==> src/rtl/dmipi_pkg.sv <==
// Shared widths, constants, register map and types of the dual motor PI core.
package dmipi_pkg;

	// Field widths
	localparam int SPEED_W  = 16;
	localparam int MAG_W    = 15;
	localparam int TARGET_W = 15;
	localparam int GAIN_W   = 12;
	localparam int ERR_W    = 17;
	localparam int DIFF_W   = ERR_W + 1;
	localparam int DRIVE_W  = 14;
	localparam int DUTY_W   = 13;

	// Fixed point of the gains and the width of the exact update sum
	localparam int GAIN_FRAC_BITS = 4;
	localparam int SUM_W          = 33;
	localparam logic signed [SUM_W-1:0] ROUND_BIAS = SUM_W'((1 << GAIN_FRAC_BITS) - 1);

	// Drive clamp
	localparam int DRIVE_LIMIT = 8000;
	localparam logic signed [SUM_W-1:0] DRIVE_MAX = SUM_W'(DRIVE_LIMIT);
	localparam logic signed [SUM_W-1:0] DRIVE_MIN = -SUM_W'(DRIVE_LIMIT);

	// APB port
	localparam int PADDR_W = 5;
	localparam int DATA_W  = 32;

	typedef enum logic [2:0] {
		REG_TARGET_LEFT  = 3'd0,
		REG_TARGET_RIGHT = 3'd1,
		REG_KP_LEFT      = 3'd2,
		REG_KI_LEFT      = 3'd3,
		REG_KP_RIGHT     = 3'd4,
		REG_KI_RIGHT     = 3'd5,
		REG_STOP         = 3'd6
	} reg_idx_t;

	// Register reset values
	localparam logic [TARGET_W-1:0] TARGET_RST = TARGET_W'(30);
	localparam logic [GAIN_W-1:0]   KP_RST     = GAIN_W'(560);
	localparam logic [GAIN_W-1:0]   KI_RST     = GAIN_W'(400);
	localparam logic                STOP_RST   = 1'b1;

	// Settings of one motor loop
	typedef struct packed {
		logic [TARGET_W-1:0] target;
		logic [GAIN_W-1:0]   kp;
		logic [GAIN_W-1:0]   ki;
	} motor_cfg_t;

endpackage

==> src/rtl/dmipi_motor.sv <==
// One motor loop: error, incremental PI update, clamp, state and bridge split.
module dmipi_motor (
	input  logic                                      clk,
	input  logic                                      arst_n,
	input  logic                                      advance,
	input  logic signed [dmipi_pkg::SPEED_W-1:0]      speed,
	input  dmipi_pkg::motor_cfg_t                     cfg,
	input  logic                                      stop,
	output logic signed [dmipi_pkg::DRIVE_W-1:0]      drive,
	output logic        [dmipi_pkg::DUTY_W-1:0]       duty_a,
	output logic        [dmipi_pkg::DUTY_W-1:0]       duty_b
);

	logic signed [dmipi_pkg::DRIVE_W-1:0]                 acc_q;
	logic signed [dmipi_pkg::ERR_W-1:0]                   prev_err_q;
	logic        [dmipi_pkg::MAG_W-1:0]                   mag;
	logic signed [dmipi_pkg::ERR_W-1:0]                   err;
	logic signed [dmipi_pkg::DIFF_W-1:0]                  diff;
	logic signed [dmipi_pkg::GAIN_W:0]                    kp_s;
	logic signed [dmipi_pkg::GAIN_W:0]                    ki_s;
	logic signed [dmipi_pkg::GAIN_W+dmipi_pkg::DIFF_W:0]  p_prod;
	logic signed [dmipi_pkg::GAIN_W+dmipi_pkg::ERR_W:0]   i_prod;
	logic signed [dmipi_pkg::SUM_W-1:0]                   total;
	logic signed [dmipi_pkg::SUM_W-1:0]                   quot;
	logic signed [dmipi_pkg::SUM_W-1:0]                   clamped;
	logic signed [dmipi_pkg::DRIVE_W-1:0]                 neg_drive;

	// Absolute speed, most negative count saturates
	always_comb begin
		if (speed == {1'b1, {(dmipi_pkg::SPEED_W-1){1'b0}}}) begin
			mag = {dmipi_pkg::MAG_W{1'b1}};
		end else if (speed[dmipi_pkg::SPEED_W-1]) begin
			mag = dmipi_pkg::MAG_W'(-speed);
		end else begin
			mag = dmipi_pkg::MAG_W'(speed);
		end
	end

	assign err  = $signed(dmipi_pkg::ERR_W'(cfg.target)) - $signed(dmipi_pkg::ERR_W'(mag));
	assign diff = dmipi_pkg::DIFF_W'(err) - dmipi_pkg::DIFF_W'(prev_err_q);

	assign kp_s   = $signed({1'b0, cfg.kp});
	assign ki_s   = $signed({1'b0, cfg.ki});
	assign p_prod = kp_s * diff;
	assign i_prod = ki_s * err;

	assign total = (dmipi_pkg::SUM_W'(acc_q) <<< dmipi_pkg::GAIN_FRAC_BITS)
	             + dmipi_pkg::SUM_W'(p_prod) + dmipi_pkg::SUM_W'(i_prod);

	// Truncate toward zero: bias negative sums before the arithmetic shift
	assign quot = (total + (total[dmipi_pkg::SUM_W-1] ? dmipi_pkg::ROUND_BIAS
	                                                  : dmipi_pkg::SUM_W'(0)))
	              >>> dmipi_pkg::GAIN_FRAC_BITS;

	always_comb begin
		priority if (stop) begin
			clamped = '0;
		end else if (quot < dmipi_pkg::DRIVE_MIN) begin
			clamped = dmipi_pkg::DRIVE_MIN;
		end else if (quot > dmipi_pkg::DRIVE_MAX) begin
			clamped = dmipi_pkg::DRIVE_MAX;
		end else begin
			clamped = quot;
		end
	end

	assign drive     = clamped[dmipi_pkg::DRIVE_W-1:0];
	assign neg_drive = -drive;
	assign duty_a    = drive[dmipi_pkg::DRIVE_W-1] ? neg_drive[dmipi_pkg::DUTY_W-1:0] : '0;
	assign duty_b    = drive[dmipi_pkg::DRIVE_W-1] ? '0 : drive[dmipi_pkg::DUTY_W-1:0];

	always_ff @(posedge clk or negedge arst_n) begin
		if (!arst_n) begin
			acc_q      <= '0;
			prev_err_q <= '0;
		end else if (advance) begin
			acc_q      <= drive;
			prev_err_q <= err;
		end
	end

endmodule

==> src/rtl/dual_motor_incremental_pi_core.sv <==
// Top level of the dual motor incremental PI speed controller with bridge duty split.
//
//  channel  | handshake                 | payload
//  ---------+---------------------------+------------------------------------------
//  speed    | speed_valid / speed_stall | count_left, count_right (16 b signed)
//  drive    | drive_valid / drive_stall | drive_left/right (14 b signed),
//           |                           | duty_left_a/b, duty_right_a/b (13 b)
//  config   | APB psel/penable/pwrite   | paddr[4:0], pwdata/prdata (32 b)
//
// One transaction per cycle sustained while drive_stall is low; the accepted speed
// transaction passes the input register, then the result register, where drive_valid
// rises; a drive stall can hold it in between. The rate is set by the combinational
// PI update per motor, whose stored drive and last error feed the next tick.
// Reset clears both stored drives and last errors and loads the register defaults
// (targets 30, kp 35.0, ki 25.0, stop set). A stall on the drive side holds the
// result register; a tick held in the input register then holds too and speed_stall rises.
module dual_motor_incremental_pi_core (
	input  logic                                   clk,
	input  logic                                   arst_n,
	// speed channel
	input  logic                                   speed_valid,
	output logic                                   speed_stall,
	input  logic signed [dmipi_pkg::SPEED_W-1:0]   count_left,
	input  logic signed [dmipi_pkg::SPEED_W-1:0]   count_right,
	// drive channel
	output logic                                   drive_valid,
	input  logic                                   drive_stall,
	output logic signed [dmipi_pkg::DRIVE_W-1:0]   drive_left,
	output logic signed [dmipi_pkg::DRIVE_W-1:0]   drive_right,
	output logic        [dmipi_pkg::DUTY_W-1:0]    duty_left_a,
	output logic        [dmipi_pkg::DUTY_W-1:0]    duty_left_b,
	output logic        [dmipi_pkg::DUTY_W-1:0]    duty_right_a,
	output logic        [dmipi_pkg::DUTY_W-1:0]    duty_right_b,
	// configuration port
	input  logic                                   psel,
	input  logic                                   penable,
	input  logic                                   pwrite,
	input  logic        [dmipi_pkg::PADDR_W-1:0]   paddr,
	input  logic        [dmipi_pkg::DATA_W-1:0]    pwdata,
	output logic        [dmipi_pkg::DATA_W-1:0]    prdata,
	output logic                                   pready
);

	// ---------------- configuration registers ----------------
	dmipi_pkg::motor_cfg_t cfg_left_q;
	dmipi_pkg::motor_cfg_t cfg_right_q;
	logic                  stop_q;
	logic                  cfg_write;
	dmipi_pkg::reg_idx_t   reg_idx;

	assign pready    = 1'b1;
	assign cfg_write = psel && penable && pwrite && pready;
	assign reg_idx   = dmipi_pkg::reg_idx_t'(paddr[dmipi_pkg::PADDR_W-1:2]);

	always_ff @(posedge clk or negedge arst_n) begin
		if (!arst_n) begin
			cfg_left_q.target  <= dmipi_pkg::TARGET_RST;
			cfg_left_q.kp      <= dmipi_pkg::KP_RST;
			cfg_left_q.ki      <= dmipi_pkg::KI_RST;
			cfg_right_q.target <= dmipi_pkg::TARGET_RST;
			cfg_right_q.kp     <= dmipi_pkg::KP_RST;
			cfg_right_q.ki     <= dmipi_pkg::KI_RST;
			stop_q             <= dmipi_pkg::STOP_RST;
		end else if (cfg_write) begin
			// Drop writes to addresses past the last register
			unique case (reg_idx)
				dmipi_pkg::REG_TARGET_LEFT: begin
					cfg_left_q.target <= pwdata[dmipi_pkg::TARGET_W-1:0];
				end
				dmipi_pkg::REG_TARGET_RIGHT: begin
					cfg_right_q.target <= pwdata[dmipi_pkg::TARGET_W-1:0];
				end
				dmipi_pkg::REG_KP_LEFT: begin
					cfg_left_q.kp <= pwdata[dmipi_pkg::GAIN_W-1:0];
				end
				dmipi_pkg::REG_KI_LEFT: begin
					cfg_left_q.ki <= pwdata[dmipi_pkg::GAIN_W-1:0];
				end
				dmipi_pkg::REG_KP_RIGHT: begin
					cfg_right_q.kp <= pwdata[dmipi_pkg::GAIN_W-1:0];
				end
				dmipi_pkg::REG_KI_RIGHT: begin
					cfg_right_q.ki <= pwdata[dmipi_pkg::GAIN_W-1:0];
				end
				dmipi_pkg::REG_STOP: begin
					stop_q <= pwdata[0];
				end
				default: begin
				end
			endcase
		end
	end

	// Read back; unmapped addresses read zero
	always_comb begin
		unique case (reg_idx)
			dmipi_pkg::REG_TARGET_LEFT:  prdata = dmipi_pkg::DATA_W'(cfg_left_q.target);
			dmipi_pkg::REG_TARGET_RIGHT: prdata = dmipi_pkg::DATA_W'(cfg_right_q.target);
			dmipi_pkg::REG_KP_LEFT:      prdata = dmipi_pkg::DATA_W'(cfg_left_q.kp);
			dmipi_pkg::REG_KI_LEFT:      prdata = dmipi_pkg::DATA_W'(cfg_left_q.ki);
			dmipi_pkg::REG_KP_RIGHT:     prdata = dmipi_pkg::DATA_W'(cfg_right_q.kp);
			dmipi_pkg::REG_KI_RIGHT:     prdata = dmipi_pkg::DATA_W'(cfg_right_q.ki);
			dmipi_pkg::REG_STOP:         prdata = dmipi_pkg::DATA_W'(stop_q);
			default:                     prdata = '0;
		endcase
	end

	// ---------------- input register ----------------
	logic                                 valid_s1;
	logic signed [dmipi_pkg::SPEED_W-1:0] count_left_s1;
	logic signed [dmipi_pkg::SPEED_W-1:0] count_right_s1;
	logic                                 drive_valid_q;
	logic                                 advance;
	logic                                 speed_accept;

	// Advance the held tick into the result register whenever that register frees up
	assign advance      = valid_s1 && (!drive_valid_q || !drive_stall);
	assign speed_stall  = valid_s1 && !advance;
	assign speed_accept = speed_valid && !speed_stall;

	always_ff @(posedge clk or negedge arst_n) begin
		if (!arst_n) begin
			valid_s1 <= 1'b0;
		end else if (!speed_stall) begin
			valid_s1 <= speed_valid;
		end
	end

	always_ff @(posedge clk) begin
		if (speed_accept) begin
			count_left_s1  <= count_left;
			count_right_s1 <= count_right;
		end
	end

	// ---------------- PI update per motor ----------------
	logic signed [dmipi_pkg::DRIVE_W-1:0] drive_left_nx;
	logic signed [dmipi_pkg::DRIVE_W-1:0] drive_right_nx;
	logic        [dmipi_pkg::DUTY_W-1:0]  duty_left_a_nx;
	logic        [dmipi_pkg::DUTY_W-1:0]  duty_left_b_nx;
	logic        [dmipi_pkg::DUTY_W-1:0]  duty_right_a_nx;
	logic        [dmipi_pkg::DUTY_W-1:0]  duty_right_b_nx;

	dmipi_motor u_motor_left (
		.clk     (clk),
		.arst_n  (arst_n),
		.advance (advance),
		.speed   (count_left_s1),
		.cfg     (cfg_left_q),
		.stop    (stop_q),
		.drive   (drive_left_nx),
		.duty_a  (duty_left_a_nx),
		.duty_b  (duty_left_b_nx)
	);

	dmipi_motor u_motor_right (
		.clk     (clk),
		.arst_n  (arst_n),
		.advance (advance),
		.speed   (count_right_s1),
		.cfg     (cfg_right_q),
		.stop    (stop_q),
		.drive   (drive_right_nx),
		.duty_a  (duty_right_a_nx),
		.duty_b  (duty_right_b_nx)
	);

	// ---------------- result register ----------------
	logic signed [dmipi_pkg::DRIVE_W-1:0] drive_left_q;
	logic signed [dmipi_pkg::DRIVE_W-1:0] drive_right_q;
	logic        [dmipi_pkg::DUTY_W-1:0]  duty_left_a_q;
	logic        [dmipi_pkg::DUTY_W-1:0]  duty_left_b_q;
	logic        [dmipi_pkg::DUTY_W-1:0]  duty_right_a_q;
	logic        [dmipi_pkg::DUTY_W-1:0]  duty_right_b_q;

	always_ff @(posedge clk or negedge arst_n) begin
		if (!arst_n) begin
			drive_valid_q <= 1'b0;
		end else if (advance) begin
			drive_valid_q <= 1'b1;
		end else if (!drive_stall) begin
			drive_valid_q <= 1'b0;
		end
	end

	always_ff @(posedge clk) begin
		if (advance) begin
			drive_left_q   <= drive_left_nx;
			drive_right_q  <= drive_right_nx;
			duty_left_a_q  <= duty_left_a_nx;
			duty_left_b_q  <= duty_left_b_nx;
			duty_right_a_q <= duty_right_a_nx;
			duty_right_b_q <= duty_right_b_nx;
		end
	end

	assign drive_valid  = drive_valid_q;
	assign drive_left   = drive_left_q;
	assign drive_right  = drive_right_q;
	assign duty_left_a  = duty_left_a_q;
	assign duty_left_b  = duty_left_b_q;
	assign duty_right_a = duty_right_a_q;
	assign duty_right_b = duty_right_b_q;

	// ---------------- assertions ----------------
	// Reported drives stay inside the clamp
	a_drive_range: assert property (@(posedge clk) disable iff (!arst_n)
		drive_valid_q |-> (drive_left_q >= -dmipi_pkg::DRIVE_W'(dmipi_pkg::DRIVE_LIMIT))
		               && (drive_left_q <= dmipi_pkg::DRIVE_W'(dmipi_pkg::DRIVE_LIMIT))
		               && (drive_right_q >= -dmipi_pkg::DRIVE_W'(dmipi_pkg::DRIVE_LIMIT))
		               && (drive_right_q <= dmipi_pkg::DRIVE_W'(dmipi_pkg::DRIVE_LIMIT)))
		else $error("drive outside clamp");

	// Never drive both bridge sides at once
	a_one_side: assert property (@(posedge clk) disable iff (!arst_n)
		drive_valid_q |-> ((duty_left_a_q == '0) || (duty_left_b_q == '0))
		               && ((duty_right_a_q == '0) || (duty_right_b_q == '0)))
		else $error("both bridge sides active");

	// A stopped block reports zero drive
	a_stop_zero: assert property (@(posedge clk) disable iff (!arst_n)
		(advance && stop_q) |=> (drive_left_q == '0) && (drive_right_q == '0))
		else $error("drive not zero under stop");

	// Only a held tick can back-pressure the speed side
	a_stall_cause: assert property (@(posedge clk) disable iff (!arst_n)
		speed_stall |-> valid_s1 && drive_valid_q && drive_stall)
		else $error("speed stall without a blocked result");

endmodule

==> config.mk <==
export PLATFORM = sky130hd
export DESIGN_NAME = dual_motor_incremental_pi_core
export DESIGN_NICKNAME = d
export VERILOG_FILES = /design/src/rtl/dmipi_pkg.sv /design/src/rtl/dmipi_motor.sv /design/src/rtl/dual_motor_incremental_pi_core.sv
export SDC_FILE = /design/constraint.sdc
export NUM_CORES = 2
export LEC_CHECK = 0
export BUFFER_PORTS_ARGS = -buffer_cell sky130_fd_sc_hd__buf_2
export CAP_MARGIN = 20
export CELL_PAD_IN_SITES_DETAIL_PLACEMENT = 1
export CELL_PAD_IN_SITES_GLOBAL_PLACEMENT = 2
export CORE_MARGIN = 4
export CORE_UTILIZATION = 35
export CTS_BUF_LIST = sky130_fd_sc_hd__clkbuf_8
export CTS_CLUSTER_DIAMETER = 120
export CTS_CLUSTER_SIZE = 20
export DETAILED_ROUTE_END_ITERATION = 12
export HOLD_SLACK_MARGIN = 0.12
export MAX_ROUTING_LAYER = met4
export PLACE_DENSITY_LB_ADDON = 0.1
export SYNTH_ARGS = -nofsm -noshare
export SYNTH_HDL_FRONTEND = slang
export SYNTH_SLANG_ARGS = --single-unit
==> constraint.sdc <==
create_clock -name clk -period 37.7 [get_ports clk]
set_clock_uncertainty 0.05 [all_clocks]
set_input_delay 7.54 -clock clk [delete_from_list [all_inputs] [get_ports clk]]
set_output_delay 7.54 -clock clk [all_outputs]
set_load 0.01 [all_outputs]
==> summary.txt <==
Layout
  • Layout net count: 6654
  • Area growth, synth to finish: 6.38%
  • FF/Latch Area: 6920 um2
  • Non-Filler Instances: 7173
  • Fill count: 16100
  • Share of cells above drive strength 1: 8.08%
  • Commonest non-fill, non-tap cell in the layout: inv_1
  • Most frequent cells in the layout: inv_1 (1188), fa_1 (904), nand2_1 (671)
  • Multi-input logic area: 36300 um2

Die
  • I/O pins: 191
  • Chip Height: 381 um
  • Core box area: 138000 um2
  • Die span in x: 381 um
  • Rows: 136
  • Die area: 145000 um2
  • Starting Density: 35.3%

Clock tree
  • Post-CTS Setup Repair Bufs: 0
  • Worst-Skew Late Latency: 0.65 ns
  • Num CTS Buffers: 19
  • Clock sink count: 253
  • Cts hold-fix bufs: 0
  • Root Buffer: clkbuf_8
  • H-tree levels: 1
  • CTS Buffer Depth: 3
  • Post-CTS sizing: 0
  • CTS tree: done
  • Worst-path clk slew: 0.13 ns

Critical path
  • Critical path's most frequent cell: fa_1
  • Critical path class: flip-flop to flip-flop
  • Critical Path RT: 37.97 ns
  • Crit path max-delay family: simple AND/OR/NAND/NOR gates
  • Crit-path max cell delay: 0.93 ns
  • CP max-delay cell: fa_1
  • Startpoint types: flip-flop
  • Crit path buf inv count: 7
  • CP Capture Type: flip-flop
  • Crit Path Max Fanout: 19
  • Crit path DAT: 19.10 ns

Logic synthesis
  • Most used DFF post-synth: dfrtp_1
  • Ys Warns: 0
  • Leading area contributor after synthesis: fa_1
  • Post-synth EDFFs: 112
  • Post-synthesis sequential area ratio: 14.2%
  • Syn Area/Cell: 9.09 um2
  • Synth top area share: 37.2%
  • Seq cells post-synth: 253
  • Syn Inst Count: 5350
  • Synth top area cells: fa_1 (37%), inv_1 (9.1%), ha_1 (8.0%)
  • Post-synth cell types: 88
  • Async S/R FF share, synth: 55.7%
  • Mapped cell area: 48600 um2

Timing
  • Min Hold Slack: 0.447 ns
  • Setup ws final: 18.87 ns
  • Max frequency: 0.0531 GHz
  • Rel. slew slack: 26.1%
  • Max Slew Vio Count: 0
  • RSZ-0062 raised after global routing: false
  • Worst-Margin Slew: 1.11 ns
  • Final setup fails: 0
  • Hold Fails Final Rpt: 0
  • Setup TNS: 0 ns
  • Period utilization: 49.9%
  • Period minus WS final: 18.83 ns

Drt
  • DR DRC count: 0
  • Post-DRT Antenna Nets: 0
  • Drt initial violations: 1680
  • DR vias: 35800
  • DRT Pass-1 Iters: 8
  • Vias/cell: 4.99
  • Total wire length: 154000 um
  • Routed length per instance: 21.5 um

Global routing
  • Vias in the first global route: 39500
  • GRT Overall Usage: 22.3%
  • Initial antenna violation count: 7
  • First-pass GRT wire length: 245000 um
  • Pin count of the biggest net entering global routing: 90
  • GRT Residual Overflow: 0

Placed design
  • Gpl congestion: 0.813
  • Final HPWL DP: 129000 um
  • IO Port Bufs: 153
  • Pre-CTS setup slack: 18.92 ns
  • Placed Cells: 7133

Status
  • Status: finished clean

Run
  • MaxCap Viol Count: 0

Hold path
  • HP Class: flip-flop to flip-flop
flip-flops by register name, summed over array words and instances (netlist names), 14 cells and up:
register and cells:
cfg_left_q 39, u_motor_right.acc_q 14, drive_left 14, u_motor_left.prev_err_q 16, drive_right 14, u_motor_right.prev_err_q 16, cfg_right_q 39, count_left_s1 16
count_right_s1 16, u_motor_left.acc_q 14
cells in the mapped netlist, drive strengths merged (22+ instances only):
cell type / instances
inv: 1182
fa: 904
nand2: 672
ha: 312
and2: 276
clkbuf: 225
nor2: 208
o21ai: 182
dfrtp: 120
edfxtp: 112
a21oi: 105
mux2: 98
xnor2: 93
nor2b: 64
nor3: 64
nand3: 57
xor2: 54
a21o: 48
and3: 46
nand4: 35
buf: 34
nand2b: 30
nor4: 29
mux2i: 28
a21boi: 24
o31ai: 23
or2: 23
or3: 23
a211oi: 22
final timing paths:
path,start,end,slack (ns),depth (start not counted)
setup / recovery,count_left_s1[2]$_DFFE_PP_,duty_left_a[10]$_SDFFCE_PN0P_,18.87,57
hold / removal,u_motor_left.acc_q[6]$_DFFE_PN0P_,u_motor_left.acc_q[6]$_DFFE_PN0P_,0.45,2
setup reg to reg,count_left_s1[2]$_DFFE_PP_,duty_left_a[10]$_SDFFCE_PN0P_,18.87,57
hold reg to reg,u_motor_left.acc_q[6]$_DFFE_PN0P_,u_motor_left.acc_q[6]$_DFFE_PN0P_,0.45,2
max in group asynchronous,arst_n,u_motor_right.acc_q[7]$_DFFE_PN0P_,29.11,2
min in group asynchronous,arst_n,u_motor_right.prev_err_q[4]$_DFFE_PN0P_,6.90,1
routing by layer:
metal	share of wire (%)	global-route usage (%)
met2	42	32.6
met4	1.1	2.08
met1	53	34.1
met3	4.0	2.82
met5	0	-
cell families after synthesis:
family,share of synthesized area (%)
compound gates,7.88
fa+ha+maj,45.2
buf+inv,11.3
flops,14.2
other cells,0.0154
xor+xnor,2.70
simple gates,15.8
mux,2.90
worst min-delay path: stages (launching register included):
cell     delay, ns
dfrtp_1       0.36
nand2_1       0.05
o21ai_0       0.06
stage by stage:
stage / utilization, % / instance area [um2]
2_1_floorplan: - / 48700
3_3_place_gp: 37.2 / 51300
3_5_place_dp: 37.2 / 51300
4_1_cts: 37.5 / 51700
5_1_grt: 37.5 / 51700
6_report: 37.5 / 51700
cell type report:
| class | count | share of cell area (%) |
|---|---|---|
| Multi-Input combinational cell | 3672 | 70.2 |
| Sequential cell | 253 | 13.4 |
| Inverter | 1182 | 8.58 |
| Tap cell | 1794 | 4.34 |
| Timing Repair Buffer | 234 | 2.67 |
| Clock buffer | 20 | 0.532 |
| Clock inverter | 13 | 0.242 |
| Antenna cell | 5 | 0.0242 |
Power is not shown: default switching activity piles up to over one toggle a cycle in this logic, so the estimate is an artifact.
